`config.mk`:
```
export PLATFORM = sky130hd
export DESIGN_NAME = round_robin_quantum_scheduler
export DESIGN_NICKNAME = d
export VERILOG_FILES = /design/src/rtl/core/rrqs_pkg.sv /design/src/rtl/core/round_robin_quantum_scheduler.sv
export SDC_FILE = /design/constraint.sdc
export NUM_CORES = 1
export LEC_CHECK = 0
export BUFFER_PORTS_ARGS = -buffer_cell sky130_fd_sc_hd__buf_2
export CAP_MARGIN = 40
export CORE_ASPECT_RATIO = 1.25
export CORE_UTILIZATION = 50
export CTS_CLUSTER_SIZE = 16
export DETAILED_ROUTE_END_ITERATION = 10
export PLACE_DENSITY = 0.77
export SLEW_MARGIN = 20
export SYNTH_ARGS = -nofsm -noshare
export SYNTH_HDL_FRONTEND = slang
export SYNTH_SLANG_ARGS = --single-unit
```
`constraint.sdc`:
```
create_clock -name clk -period 5.3 [get_ports clk]
set_input_delay 0.265 -clock clk [delete_from_list [all_inputs] [get_ports clk]]
set_output_delay 0.265 -clock clk [all_outputs]
set_load 0.02 [all_outputs]
```
`src/rtl/core/rrqs_pkg.sv`:
```
// Shared types, codes and helpers of the round-robin quantum scheduler.
// Depends on nothing; imported by round_robin_quantum_scheduler.
package rrqs_pkg;

  localparam int SLOT_BITS = 4;
  localparam int NUM_SLOTS = 2 ** SLOT_BITS;
  localparam int PRIO_BITS = 8;
  localparam int QUANT_BITS = 8;
  localparam int CPU_BITS = 3;
  localparam int CFG_IDX_BITS = 1;
  localparam int CFG_DATA_BITS = 3;

  localparam logic [SLOT_BITS:0] SLOT_COUNT = (SLOT_BITS + 1)'(NUM_SLOTS);
  localparam logic [SLOT_BITS-1:0] IDLE_SLOT = '0;

  // Task run states
  localparam logic [1:0] ST_EMPTY = 2'd0;
  localparam logic [1:0] ST_RUNNING = 2'd1;
  localparam logic [1:0] ST_WAITING = 2'd2;
  localparam logic [1:0] ST_ZOMBIE = 2'd3;

  // Request actions
  localparam logic ACT_TICK = 1'b0;
  localparam logic ACT_WRITE = 1'b1;

  // Configuration register indexes
  localparam logic [CFG_IDX_BITS-1:0] CFG_ENABLE = 1'b0;
  localparam logic [CFG_IDX_BITS-1:0] CFG_CPU = 1'b1;

  typedef enum logic [2:0] {
    OC_DISABLED = 3'd0,
    OC_KEPT = 3'd1,
    OC_SWITCHED = 3'd2,
    OC_REFRESHED = 3'd3,
    OC_NONE = 3'd4,
    OC_WRITTEN = 3'd5
  } outcome_t;

  typedef struct packed {
    logic action;
    logic [SLOT_BITS-1:0] slot_index;
    logic [1:0] run_state;
    logic [PRIO_BITS-1:0] task_priority;
    logic [CPU_BITS-1:0] home_cpu;
  } req_t;

  typedef struct packed {
    logic [SLOT_BITS-1:0] running_slot;
    outcome_t outcome;
    logic [QUANT_BITS-1:0] quantum_left;
  } res_t;

  // One task slot as kept in the slot table
  typedef struct packed {
    logic [1:0] run_state;
    logic [PRIO_BITS-1:0] prio;
    logic [QUANT_BITS-1:0] quantum;
    logic [CPU_BITS-1:0] cpu;
  } slot_t;

  // Quantum loaded on selection: the priority, or one when it is zero
  function automatic logic [QUANT_BITS-1:0] fresh_quantum(input logic [PRIO_BITS-1:0] prio);
    logic [QUANT_BITS-1:0] q;
    q = QUANT_BITS'(prio);
    if (prio == '0) begin
      q = QUANT_BITS'(1);
    end
    return q;
  endfunction

endpackage

```
`src/rtl/core/round_robin_quantum_scheduler.sv`:
```
// Top level of the round-robin quantum scheduler: slot table, sequencer, config.
// Depends on rrqs_pkg.

// A request is taken when start is high and busy is low. A slot write or a tick
// while disabled gives its result in the next cycle. An enabled tick reads the
// running slot first (the result is given from S_CUR when the task is kept), then scans
// the other slots through the single read port of the slot table, one slot per
// cycle, until it finds a task to switch to or falls back. Each result is marked by
// done, high for a single cycle; the
// receiver cannot stall it, and done coincides with busy going low. The slot
// table comes out of reset empty by per-slot valid bits, so no clearing pass is needed.
module round_robin_quantum_scheduler import rrqs_pkg::*; (
  input  logic clk,
  input  logic rst,
  input  logic start,
  input  req_t request,
  output logic busy,
  output logic done,
  output res_t result,
  input  logic cfg_we,
  input  logic [CFG_IDX_BITS-1:0] cfg_index,
  input  logic [CFG_DATA_BITS-1:0] cfg_data
);

  typedef enum logic [2:0] {
    S_IDLE = 3'b001,
    S_CUR  = 3'b010,
    S_SCAN = 3'b100
  } state_t;

  state_t state;

  logic sched_enable;
  logic [CPU_BITS-1:0] local_cpu;

  logic [SLOT_BITS-1:0] cur;
  logic [QUANT_BITS-1:0] cur_q;
  logic [SLOT_BITS:0] k;
  slot_t cur_ent;
  slot_t idle_ent;

  // Slot table and its read port
  slot_t mem [NUM_SLOTS];
  logic [NUM_SLOTS-1:0] valid;
  slot_t rd_data;
  logic rd_vld;
  logic rd_live;
  logic [SLOT_BITS-1:0] rd_slot;

  logic mem_we;
  logic [SLOT_BITS-1:0] mem_waddr;
  slot_t mem_wdata;
  logic rd_en;
  logic [SLOT_BITS-1:0] rd_addr;

  logic accept;
  logic tick_go;
  slot_t ent;
  logic [QUANT_BITS-1:0] q_dec;
  logic kept;
  logic hit;
  logic fallback;
  logic cur_run;
  logic idle_run;

  assign busy = (state != S_IDLE);
  assign accept = start && !busy;
  assign tick_go = accept && (request.action == ACT_TICK) && sched_enable;

  // Decode the read data and the tick decisions
  always_comb begin
    ent = rd_vld ? rd_data : '0;
    q_dec = (ent.quantum != '0) ? ent.quantum - QUANT_BITS'(1) : '0;
    kept = (ent.run_state == ST_RUNNING) && (q_dec != '0);
    hit = rd_live && (rd_slot != IDLE_SLOT) && (ent.run_state == ST_RUNNING) &&
          (ent.cpu == local_cpu);
    fallback = !rd_live;
    cur_run = (cur_ent.run_state == ST_RUNNING);
    idle_run = (idle_ent.run_state == ST_RUNNING);
  end

  // Drive the table ports from the sequencer
  always_comb begin
    mem_we = 1'b0;
    mem_waddr = cur;
    mem_wdata = ent;
    rd_en = 1'b0;
    rd_addr = cur + k[SLOT_BITS-1:0];
    case (state)
      S_IDLE: begin
        rd_addr = cur;
        rd_en = tick_go;
        if (accept && (request.action == ACT_WRITE)) begin
          mem_we = 1'b1;
          mem_waddr = request.slot_index;
          mem_wdata.run_state = request.run_state;
          mem_wdata.prio = request.task_priority;
          mem_wdata.cpu = request.home_cpu;
          mem_wdata.quantum = QUANT_BITS'(1);
        end
      end
      S_CUR: begin
        mem_we = 1'b1;
        mem_waddr = cur;
        mem_wdata.quantum = q_dec;
        rd_en = !kept;
      end
      S_SCAN: begin
        rd_en = !hit && (k < SLOT_COUNT);
        if (hit) begin
          mem_we = 1'b1;
          mem_waddr = rd_slot;
          mem_wdata.quantum = fresh_quantum(ent.prio);
        end else if (fallback) begin
          if (cur_run) begin
            mem_we = 1'b1;
            mem_waddr = cur;
            mem_wdata = cur_ent;
            mem_wdata.quantum = fresh_quantum(cur_ent.prio);
          end else if (idle_run) begin
            mem_we = 1'b1;
            mem_waddr = IDLE_SLOT;
            mem_wdata = idle_ent;
            mem_wdata.quantum = fresh_quantum(idle_ent.prio);
          end
        end
      end
      default: begin
        rd_en = 1'b0;
      end
    endcase
  end

  // Hold the slot table; registered read
  always_ff @(posedge clk) begin
    if (mem_we) begin
      mem[mem_waddr] <= mem_wdata;
    end
    rd_data <= mem[rd_addr];
    rd_slot <= rd_addr;
  end

  // Track written slots and the read pipeline
  always_ff @(posedge clk) begin
    if (rst) begin
      valid <= '0;
      rd_vld <= 1'b0;
      rd_live <= 1'b0;
    end else begin
      if (mem_we) begin
        valid[mem_waddr] <= 1'b1;
      end
      rd_vld <= valid[rd_addr];
      rd_live <= rd_en;
    end
  end

  // Take configuration writes
  always_ff @(posedge clk) begin
    if (rst) begin
      sched_enable <= 1'b0;
      local_cpu <= '0;
    end else if (cfg_we) begin
      case (cfg_index)
        CFG_ENABLE: sched_enable <= cfg_data[0];
        CFG_CPU: local_cpu <= cfg_data[CPU_BITS-1:0];
        default: sched_enable <= sched_enable;
      endcase
    end
  end

  // Advance the sequencer and emit results
  always_ff @(posedge clk) begin
    if (rst) begin
      state <= S_IDLE;
      done <= 1'b0;
      cur <= IDLE_SLOT;
      cur_q <= '0;
      k <= '0;
    end else begin
      done <= 1'b0;
      case (state)
        S_IDLE: begin
          if (accept) begin
            if (request.action == ACT_WRITE) begin
              done <= 1'b1;
              result.running_slot <= cur;
              result.outcome <= OC_WRITTEN;
              if (request.slot_index == cur) begin
                cur_q <= QUANT_BITS'(1);
                result.quantum_left <= QUANT_BITS'(1);
              end else begin
                result.quantum_left <= cur_q;
              end
            end else if (!sched_enable) begin
              done <= 1'b1;
              result.running_slot <= cur;
              result.outcome <= OC_DISABLED;
              result.quantum_left <= cur_q;
            end else begin
              k <= (SLOT_BITS + 1)'(1);
              state <= S_CUR;
            end
          end
        end
        S_CUR: begin
          cur_q <= q_dec;
          cur_ent <= '{run_state: ent.run_state, prio: ent.prio, quantum: q_dec, cpu: ent.cpu};
          if (cur == IDLE_SLOT) begin
            idle_ent <= '{run_state: ent.run_state, prio: ent.prio, quantum: q_dec,
                          cpu: ent.cpu};
          end
          if (kept) begin
            done <= 1'b1;
            result.running_slot <= cur;
            result.outcome <= OC_KEPT;
            result.quantum_left <= q_dec;
            state <= S_IDLE;
          end else begin
            k <= k + (SLOT_BITS + 1)'(1);
            state <= S_SCAN;
          end
        end
        S_SCAN: begin
          if (rd_live && (rd_slot == IDLE_SLOT)) begin
            idle_ent <= ent;
          end
          if (k < SLOT_COUNT) begin
            k <= k + (SLOT_BITS + 1)'(1);
          end
          if (hit) begin
            done <= 1'b1;
            cur <= rd_slot;
            cur_q <= fresh_quantum(ent.prio);
            result.running_slot <= rd_slot;
            result.outcome <= OC_SWITCHED;
            result.quantum_left <= fresh_quantum(ent.prio);
            state <= S_IDLE;
          end else if (fallback) begin
            done <= 1'b1;
            state <= S_IDLE;
            if (cur_run) begin
              cur_q <= fresh_quantum(cur_ent.prio);
              result.running_slot <= cur;
              result.outcome <= OC_REFRESHED;
              result.quantum_left <= fresh_quantum(cur_ent.prio);
            end else if (idle_run) begin
              cur <= IDLE_SLOT;
              cur_q <= fresh_quantum(idle_ent.prio);
              result.running_slot <= IDLE_SLOT;
              result.outcome <= OC_SWITCHED;
              result.quantum_left <= fresh_quantum(idle_ent.prio);
            end else begin
              result.running_slot <= cur;
              result.outcome <= OC_NONE;
              result.quantum_left <= cur_q;
            end
          end
        end
        default: begin
          state <= S_IDLE;
        end
      endcase
    end
  end

  // A result always ends the request, so the block is free when it shows
  a_done_free: assert property (@(posedge clk) disable iff (rst) done |-> !busy)
    else $error("result strobed while still busy");

  // Slot writes and disabled ticks finish in the next cycle
  a_fast_done: assert property (@(posedge clk) disable iff (rst)
    (accept && ((request.action == ACT_WRITE) || !sched_enable)) |=> (done && !busy))
    else $error("single-cycle request did not complete");

  // The read pipeline runs only while a tick is being worked on
  a_read_owned: assert property (@(posedge clk) disable iff (rst)
    rd_en |=> busy)
    else $error("slot table read issued outside a tick");

  // The scan pointer never runs past the table
  a_scan_bound: assert property (@(posedge clk) disable iff (rst)
    (state == S_SCAN) |-> (k <= SLOT_COUNT))
    else $error("scan pointer out of range");

endmodule
```
==> impl_results.md, run 1 <==
- Status: finished clean
- Detailed Place HPWL: approximately 28000 um
- Sequential share of the synthesized area: around two thirds
- ANT nets after route: 0
- EDFF count, synth: 377
- Flops & latches, synth: 445
- Placed insts: 1774
- Largest net degree at the start of global routing: 46
- Maximum clock rate: ~270 MHz
- Mapped Cells: 1263
- Critical Path RT: approximately 5.5 ns
- Clock slew at reported path FFs: 0.07 ns
- Routed WL: 42100 um
- Final worst slack: roughly 1.6 ns
- Startpoint class of the critical path: register
- Final hold violations: 0
- Antenna violations before repair: 0
- Area contributors post-synth: edfxtp_1 59%, mux2i_1 11%, dfxtp_1 7.1%
- Initial drt markers: 1164
- Core ar.: 37400 um2
- Final Cycle Share: 69.8%
- Max incr delay on CP: 0.63 ns
- Area Growth Syn to Fin: 13.3%
- Post-layout min period: about 3.7 ns
- GRT Overall Usage: between 20 and 25%
- Synthesized area: 19100 um2
- Via Count: 11300
- H-tree depth: 2
- Synth cell types: 76
- DR WL/cell: 22.6 um
- Die ar.: 38900 um2
- Cell Pwr Density: 324 nW/um2
- Slew HR: 41.0%
- First-pass GRT wire length: around 65000 um
- Prevailing post-synth register cell: edfxtp_1
- Crit path capture type: register
- Worst-margin pin slew: 0.885 ns
- Crit path kind: register to register
- IO Count: 43
- Multi-input gate area: 6010 um2
- Clock root buffer: clkbuf_16
- Post-synth top area share: 59.3%
- # clock sinks: 445
- Worst path slowest cell: dfxtp_1
- # nets final: 1372
- Clock Path Buffers: 3
- CTS resizes: 0
- Avg Inst Size Synth: 15.1 um2
- Hold buffer count at cts: 5
- Share of layout cells above drive strength 1: approximately 18%
- Later-pin clock latency in the skew report: 0.56 ns
- Tot Pwr: 7.01 mW
- Fillers: 2807
- Final Max Slew Viols: 0
- Vias in the first global route: 11200
- VDD IR max: 0.247 mV
- Buffer count from post-CTS setup fixing: 0
- Critical path arrival: 3.93 ns
- RSZ-0062 raised after global routing: false
- Lkg Pwr: ~8.5 nW
- CTS tree: yes
- Final setup fails: 0
- Total CTS buffers: 42
- Synth area leader: edfxtp_1
- # rows: 79
- Hold Crit Class: input port to register
- Gpl congestion: 0.937
- Critical Path, Cell by Cell: nor3b_4, inv_2, nor2_1, buf_4, nor2_1, a21oi_2, or3b_1, buf_8, nor3_2, buf_4
- Clk_skew: 0.0187 ns
- Die height: 220 um
- Max-cap viol count: 0
- Initial core utilization: 51.1%
- Chip width: 177 um
- Initial DRT Pass Iterations: 5
- I/O Buffers: 42
- Gr ovfl total: 0
- Synthesized Nets: 1294
- DRC violations left: 0
- Non-filler cells in the finished layout: around 1900
- Setup TNS: 0 ns
- YS warnings: 0
- Post-synthesis async set-or-reset flop share: 0%
- Sequential Area: ~13000 um2
- Diodes inserted: 0
- CP Max Fanout: 21
- Buf/Inv on CP: 4
- Via/cell ratio: 6.05
- Setup WS pre-CTS: 1.40 ns
- Top Family by Delay on Critical Path: simple AND/OR/NAND/NOR gates
[final timing paths]
path	from	slack, ns	end	cells after the start
worst min register to register	valid[7]$_SDFFE_PP0P_	0.46	valid[7]$_SDFFE_PP0P_	2
worst min-delay path	cfg_we	0.03	local_cpu[0]$_SDFFE_PP0P_	3
worst max register to register	state[0]$_SDFFE_PP1P_	1.60	mem[6][8]$_DFFE_PP_	10
worst max-delay path	state[0]$_SDFFE_PP1P_	1.60	mem[6][8]$_DFFE_PP_	10
[area by class of cell]
class | instances | area share, %
clock buffers | 51 | 5.16
inverters | 34 | 0.590
clock inverters | 26 | 1.30
repair buffers | 104 | 3.70
flip-flops and latches | 445 | 58.7
multi-input cells | 714 | 27.8
well taps | 486 | 2.81
[cell usage in the layout (no fill, tap or decap), types with 5 or more instances in the layout]
cell / synthesis / layout
a211oi_1: 19 / 19
a21o_1: 9 / 9
a21oi_1: 54 / 53
a221o_1: 11 / 11
a221oi_1: 6 / 6
and2_1: 10 / 10
buf_12: 0 / 5
buf_2: 21 / 42
buf_4: 15 / 47
clkbuf_1: 28 / 7
clkbuf_16: 0 / 43
clkinv_1: 1 / 10
dfxtp_1: 68 / 68
dlygate4sd3_1: 0 / 5
edfxtp_1: 377 / 377
inv_1: 32 / 32
mux2i_1: 204 / 204
mux4_2: 44 / 44
nand2_1: 77 / 77
nand2b_1: 15 / 15
nand3_1: 9 / 9
nor2_1: 59 / 50
nor2_2: 0 / 9
nor2b_1: 5 / 5
nor3_1: 26 / 17
nor3_2: 0 / 9
nor4_1: 6 / 6
o21ai_0: 24 / 22
o22ai_1: 14 / 14
o2bb2ai_1: 8 / 8
o32ai_1: 6 / 6
or2_2: 6 / 6
or3_1: 5 / 5
xnor2_1: 6 / 5
xor2_1: 6 / 6
[Yosys cell counts (4+ instances only)]
library cell    n
nand2_1        77
buf_4          15
xor2_1          6
nor2b_1         5
a211oi_1       19
nand3_1         9
o2bb2ai_1       8
nor2_1         59
mux4_2         44
nand4_1         4
and2_1         10
edfxtp_1      377
o211ai_1        4
a221o_1        11
o21ai_0        24
o32ai_1         6
inv_1          32
nor3_1         26
a31oi_1         4
xnor2_1         6
o22ai_1        14
buf_2          21
nand2b_1       15
a221oi_1        6
a21oi_1        54
dfxtp_1        68
mux2i_1       204
clkbuf_1       28
or3_1           5
ha_1            4
o221ai_1        4
nor4_1          6
a21o_1          9
or2_2           6
[stage by stage]
stage / cell area, um2 / hold WS, ns / utilization (%)
global placement: 20000 / 0.442 / 53.6
detailed placement: 20100 / 0.447 / 53.9
finish: 21600 / 0.0330 / 57.9
CTS: 21600 / 0.0105 / 57.8
global route: 21600 / 0.0375 / 57.9
floorplan: 19100 / 0.412 / -
[registers in the layout, summed over array words and instances, names as in the netlist]
name and count:
cur_q 8, rd_data 21, rd_slot 4, local_cpu 3, k 5, done 1, rd_vld 1, result 15
cur_ent 13, sched_enable 1, mem 336, rd_live 1, state 3, idle_ent 13, valid 16, cur 4
[power breakdown]
part / switching, mW / internal [mW] / leakage (nW)
logic: 0.129 / 0.0659 / 3.73
clock network: 1.28 / 1.72 / 0.674
registers: 0.0159 / 3.80 / 4.05
[logic make-up (layout without fill, tap and decap cells)]
| group | Yosys count | after routing | synth area share [%] |
|---|---|---|---|
| xor+xnor | 12 | 12 | 0.551 |
| simple gates | 245 | 245 | 6.39 |
| compound gates | 203 | 203 | 7.61 |
| fa+ha+maj | 5 | 5 | 0.367 |
| mux | 249 | 249 | 16.0 |
| buf+inv | 104 | 215 | 2.58 |
| flops | 445 | 445 | 66.5 |
[tightest hold or removal path: stages]
cell and delay, ns:
buf_2 0.12, nand3_1 0.09, a21oi_1 0.06
[layer usage]
metal  wire (um)  global-route usage [%]
met1       17300                    29.4
met2       20700                    37.7
met3        2590                    3.13
met4        1440                    8.94
met5           0                       0
No activity file was read; power rests on OpenSTA's default activity.
==> inputs of run 2 (changes only) <==
==> constraint.sdc (replaced) <==
create_clock -name clk -period 3.9 [get_ports clk]
set_input_delay 0.195 -clock clk [delete_from_list [all_inputs] [get_ports clk]]
set_output_delay 0.195 -clock clk [all_outputs]
set_load 0.02 [all_outputs]
==> impl_results.md, run 2 (synthesis gave the netlist of run 1 again) <==
- Startpoint class of the critical path: register
- Maximum clock rate: 280 MHz (+3.7%)
- Via Count: 11400 (+1.3%)
- Final Max Slew Viols: 0 (unchanged)
- Non-filler cells in the finished layout: 1867 (+0.38%)
- Hold_sp: request[17]
- Routed WL: 43600 um (+3.7%)
- Share of layout cells above drive strength 1: 18.5% (+0.12 points)
- Initial drt markers: 1295 (+11%)
- Clk_skew: 0.0215 ns (+0.00274 ns)
- RR Startpoint: state[0]$_SDFFE_PP1P_
- Diodes inserted: 0 (unchanged)
- Reg2reg end: mem[10][9]$_DFFE_PP_
- Multi-input gate area: 6010 um2 (unchanged)
- Biggest register: mem
- Setup slack, reg-to-reg: 0.33 ns (-1.27 ns)
- Hold slack: 0.0568 ns (+0.0238 ns)
- # rows: 79 (unchanged)
- Area Growth Syn to Fin: 13.3% (about the same)
- Antenna violations before repair: 0 (unchanged)
- Later-pin clock latency in the skew report: 0.55 ns (about the same)
- Crit path capture type: register
- Total CTS buffers: 42 (unchanged)
- Clock Path Buffers: 3 (unchanged)
- Crit path kind: register to register
- Tot Pwr: 9.41 mW (+34%)
- # clock sinks: 445 (unchanged)
- Worst Hold Depth: 3 (unchanged)
- Final worst slack: 0.332 ns (-1.27 ns)
- Critical path arrival: 3.77 ns (-0.16 ns)
- RSZ-0062 raised after global routing: false
- Max-cap viol count: 0 (unchanged)
- Gpl congestion: 0.957 (+2.1%)
- Final Cycle Share: 91.5% (+22 points)
- DR WL/cell: 23.4 um (+3.3%)
- H-tree depth: 2 (unchanged)
- Via/cell ratio: 6.10 (+0.92%)
- Setup WS pre-CTS: 0.383 ns (-1.02 ns)
- Worst-margin pin slew: 0.844 ns (-0.0412 ns)
- Number of flip-flops under the largest register name: 336 (unchanged)
- Clock root buffer: clkbuf_16
- Most common cell after layout, fill and taps aside: edfxtp_1
- Buffer count from post-CTS setup fixing: 0 (unchanged)
- Cell Pwr Density: 436 nW/um2 (+34%)
- Clock slew at reported path FFs: 0.06 ns (about the same)
- I/O Buffers: 42 (unchanged)
- VDD IR max: 0.281 mV (+14%)
- Lkg Pwr: 8.47 nW (+0.20%)
- Vias in the first global route: 11300 (+1.0%)
- Post-layout min period: 3.57 ns (-0.133 ns)
- # nets final: 1380 (+0.58%)
- Die ar.: 38900 um2 (unchanged)
- Hold Path End: result[8]$_DFFE_PP_
- Setup TNS: 0 ns (unchanged)
- Final setup fails: 0 (unchanged)
- Core ar.: 37400 um2 (unchanged)
- DRC violations left: 0 (unchanged)
- Fillers: 2766 (-1.5%)
- ANT nets after route: 0 (unchanged)
- Final core occ: 57.8% (about the same)
- Hold Crit Class: input port to register
- Critical Path RT: 4.10 ns (-1.43 ns)
- Largest net degree at the start of global routing: 64 (+39%)
- Commonest cells after routing, fill and taps aside: 377 x edfxtp_1, 204 x mux2i_1, 77 x nand2_1
- Chip width: 177 um (unchanged)
- Fin area: 21600 um2 (about the same)
- Gr ovfl total: 0 (unchanged)
- Reg2reg path depth: 9 (-1)
- CTS tree: yes
- Final hold violations: 0 (unchanged)
- Detailed Place HPWL: 28500 um (+1.2%)
- CP Max Fanout: 21 (unchanged)
- Initial DRT Pass Iterations: 6 (+1)
- Initial core utilization: 51.1% (unchanged)
- Status: finished clean
- Biggest regs: mem (336), rd_data (21), valid (16)
- Area after DPL: 20200 um2 (+0.37%)
- GRT Overall Usage: 22.9% (+0.56 points)
- IO Count: 43 (unchanged)
- Slew HR: 43.5% (+2.5 points)
- Placed insts: 1785 (+0.62%)
- Die height: 220 um (unchanged)
- First-pass GRT wire length: 66500 um (+1.6%)
- Sequential Area: 12700 um2 (unchanged)
## run 2: cell count changes in the layout (fill, tap and decap cells not counted), sizes merged
cell	change
clkinv	-2
dlygate4sd3	+1
clkbuf	+1
buf	+8
inv	-1
clkinvlp	+1
bufinv	-1
## run 2: area by class of cell
class | instances | area share, %
Inverter | 34 | 0.591
Multi-Input combinational cell | 714 | 27.8
Timing Repair Buffer | 112 | 3.91
Clock inverter | 23 | 0.892
Sequential cell | 445 | 58.7
Clock buffer | 53 | 5.29
Tap cell | 486 | 2.81
## run 2: worst max path at each step
stage	from	end	slack, ns	cells after the start
after floorplan	rd_vld$_SDFF_PP0_	mem[2][0]$_DFFE_PP_	-0.03	9
after global routing	state[0]$_SDFFE_PP1P_	mem[11][4]$_DFFE_PP_	0.11	9
final	state[0]$_SDFFE_PP1P_	mem[10][9]$_DFFE_PP_	0.33	9
after detailed placement	state[0]$_SDFFE_PP1P_	mem[10][5]$_DFFE_PP_	0.38	9
after CTS	state[0]$_SDFFE_PP1P_	mem[10][9]$_DFFE_PP_	0.34	9
after global placement	state[0]$_SDFFE_PP1P_	mem[11][9]$_DFFE_PP_	0.56	9
## run 2: power breakdown
group / leakage, nW / switching [mW] / internal, mW / total [mW]
registers: 4.05 / 0.0220 / 5.16 / 5.19
clock network: 0.647 / 1.68 / 2.28 / 3.96
logic: 3.77 / 0.174 / 0.0909 / 0.265
total: 8.47 / 1.88 / 7.53 / 9.41
## run 2: routing by layer
metal,wire [um],track usage (%)
met5,0,0
met4,1580,9.05
met3,2760,2.99
met2,22300,40.3
met1,17000,28.8
## run 2: what timing repair did
| item | in CTS | in global routing |
|---|---|---|
| resized for setup | 0 | 0 |
| hold buffers | 6 | 0 |
| endpoints found under the hold margin | 4 | 0 |
## run 2: critical path: stages (launching register included)
cell and delay, ns:
dfxtp_1 0.47, nor3b_4 0.24, inv_2 0.23, nor2_1 0.11, buf_4 0.22, a22oi_1 0.32, o221a_1 0.58, o211ai_1 0.48
nor2_2 0.21, buf_4 0.34
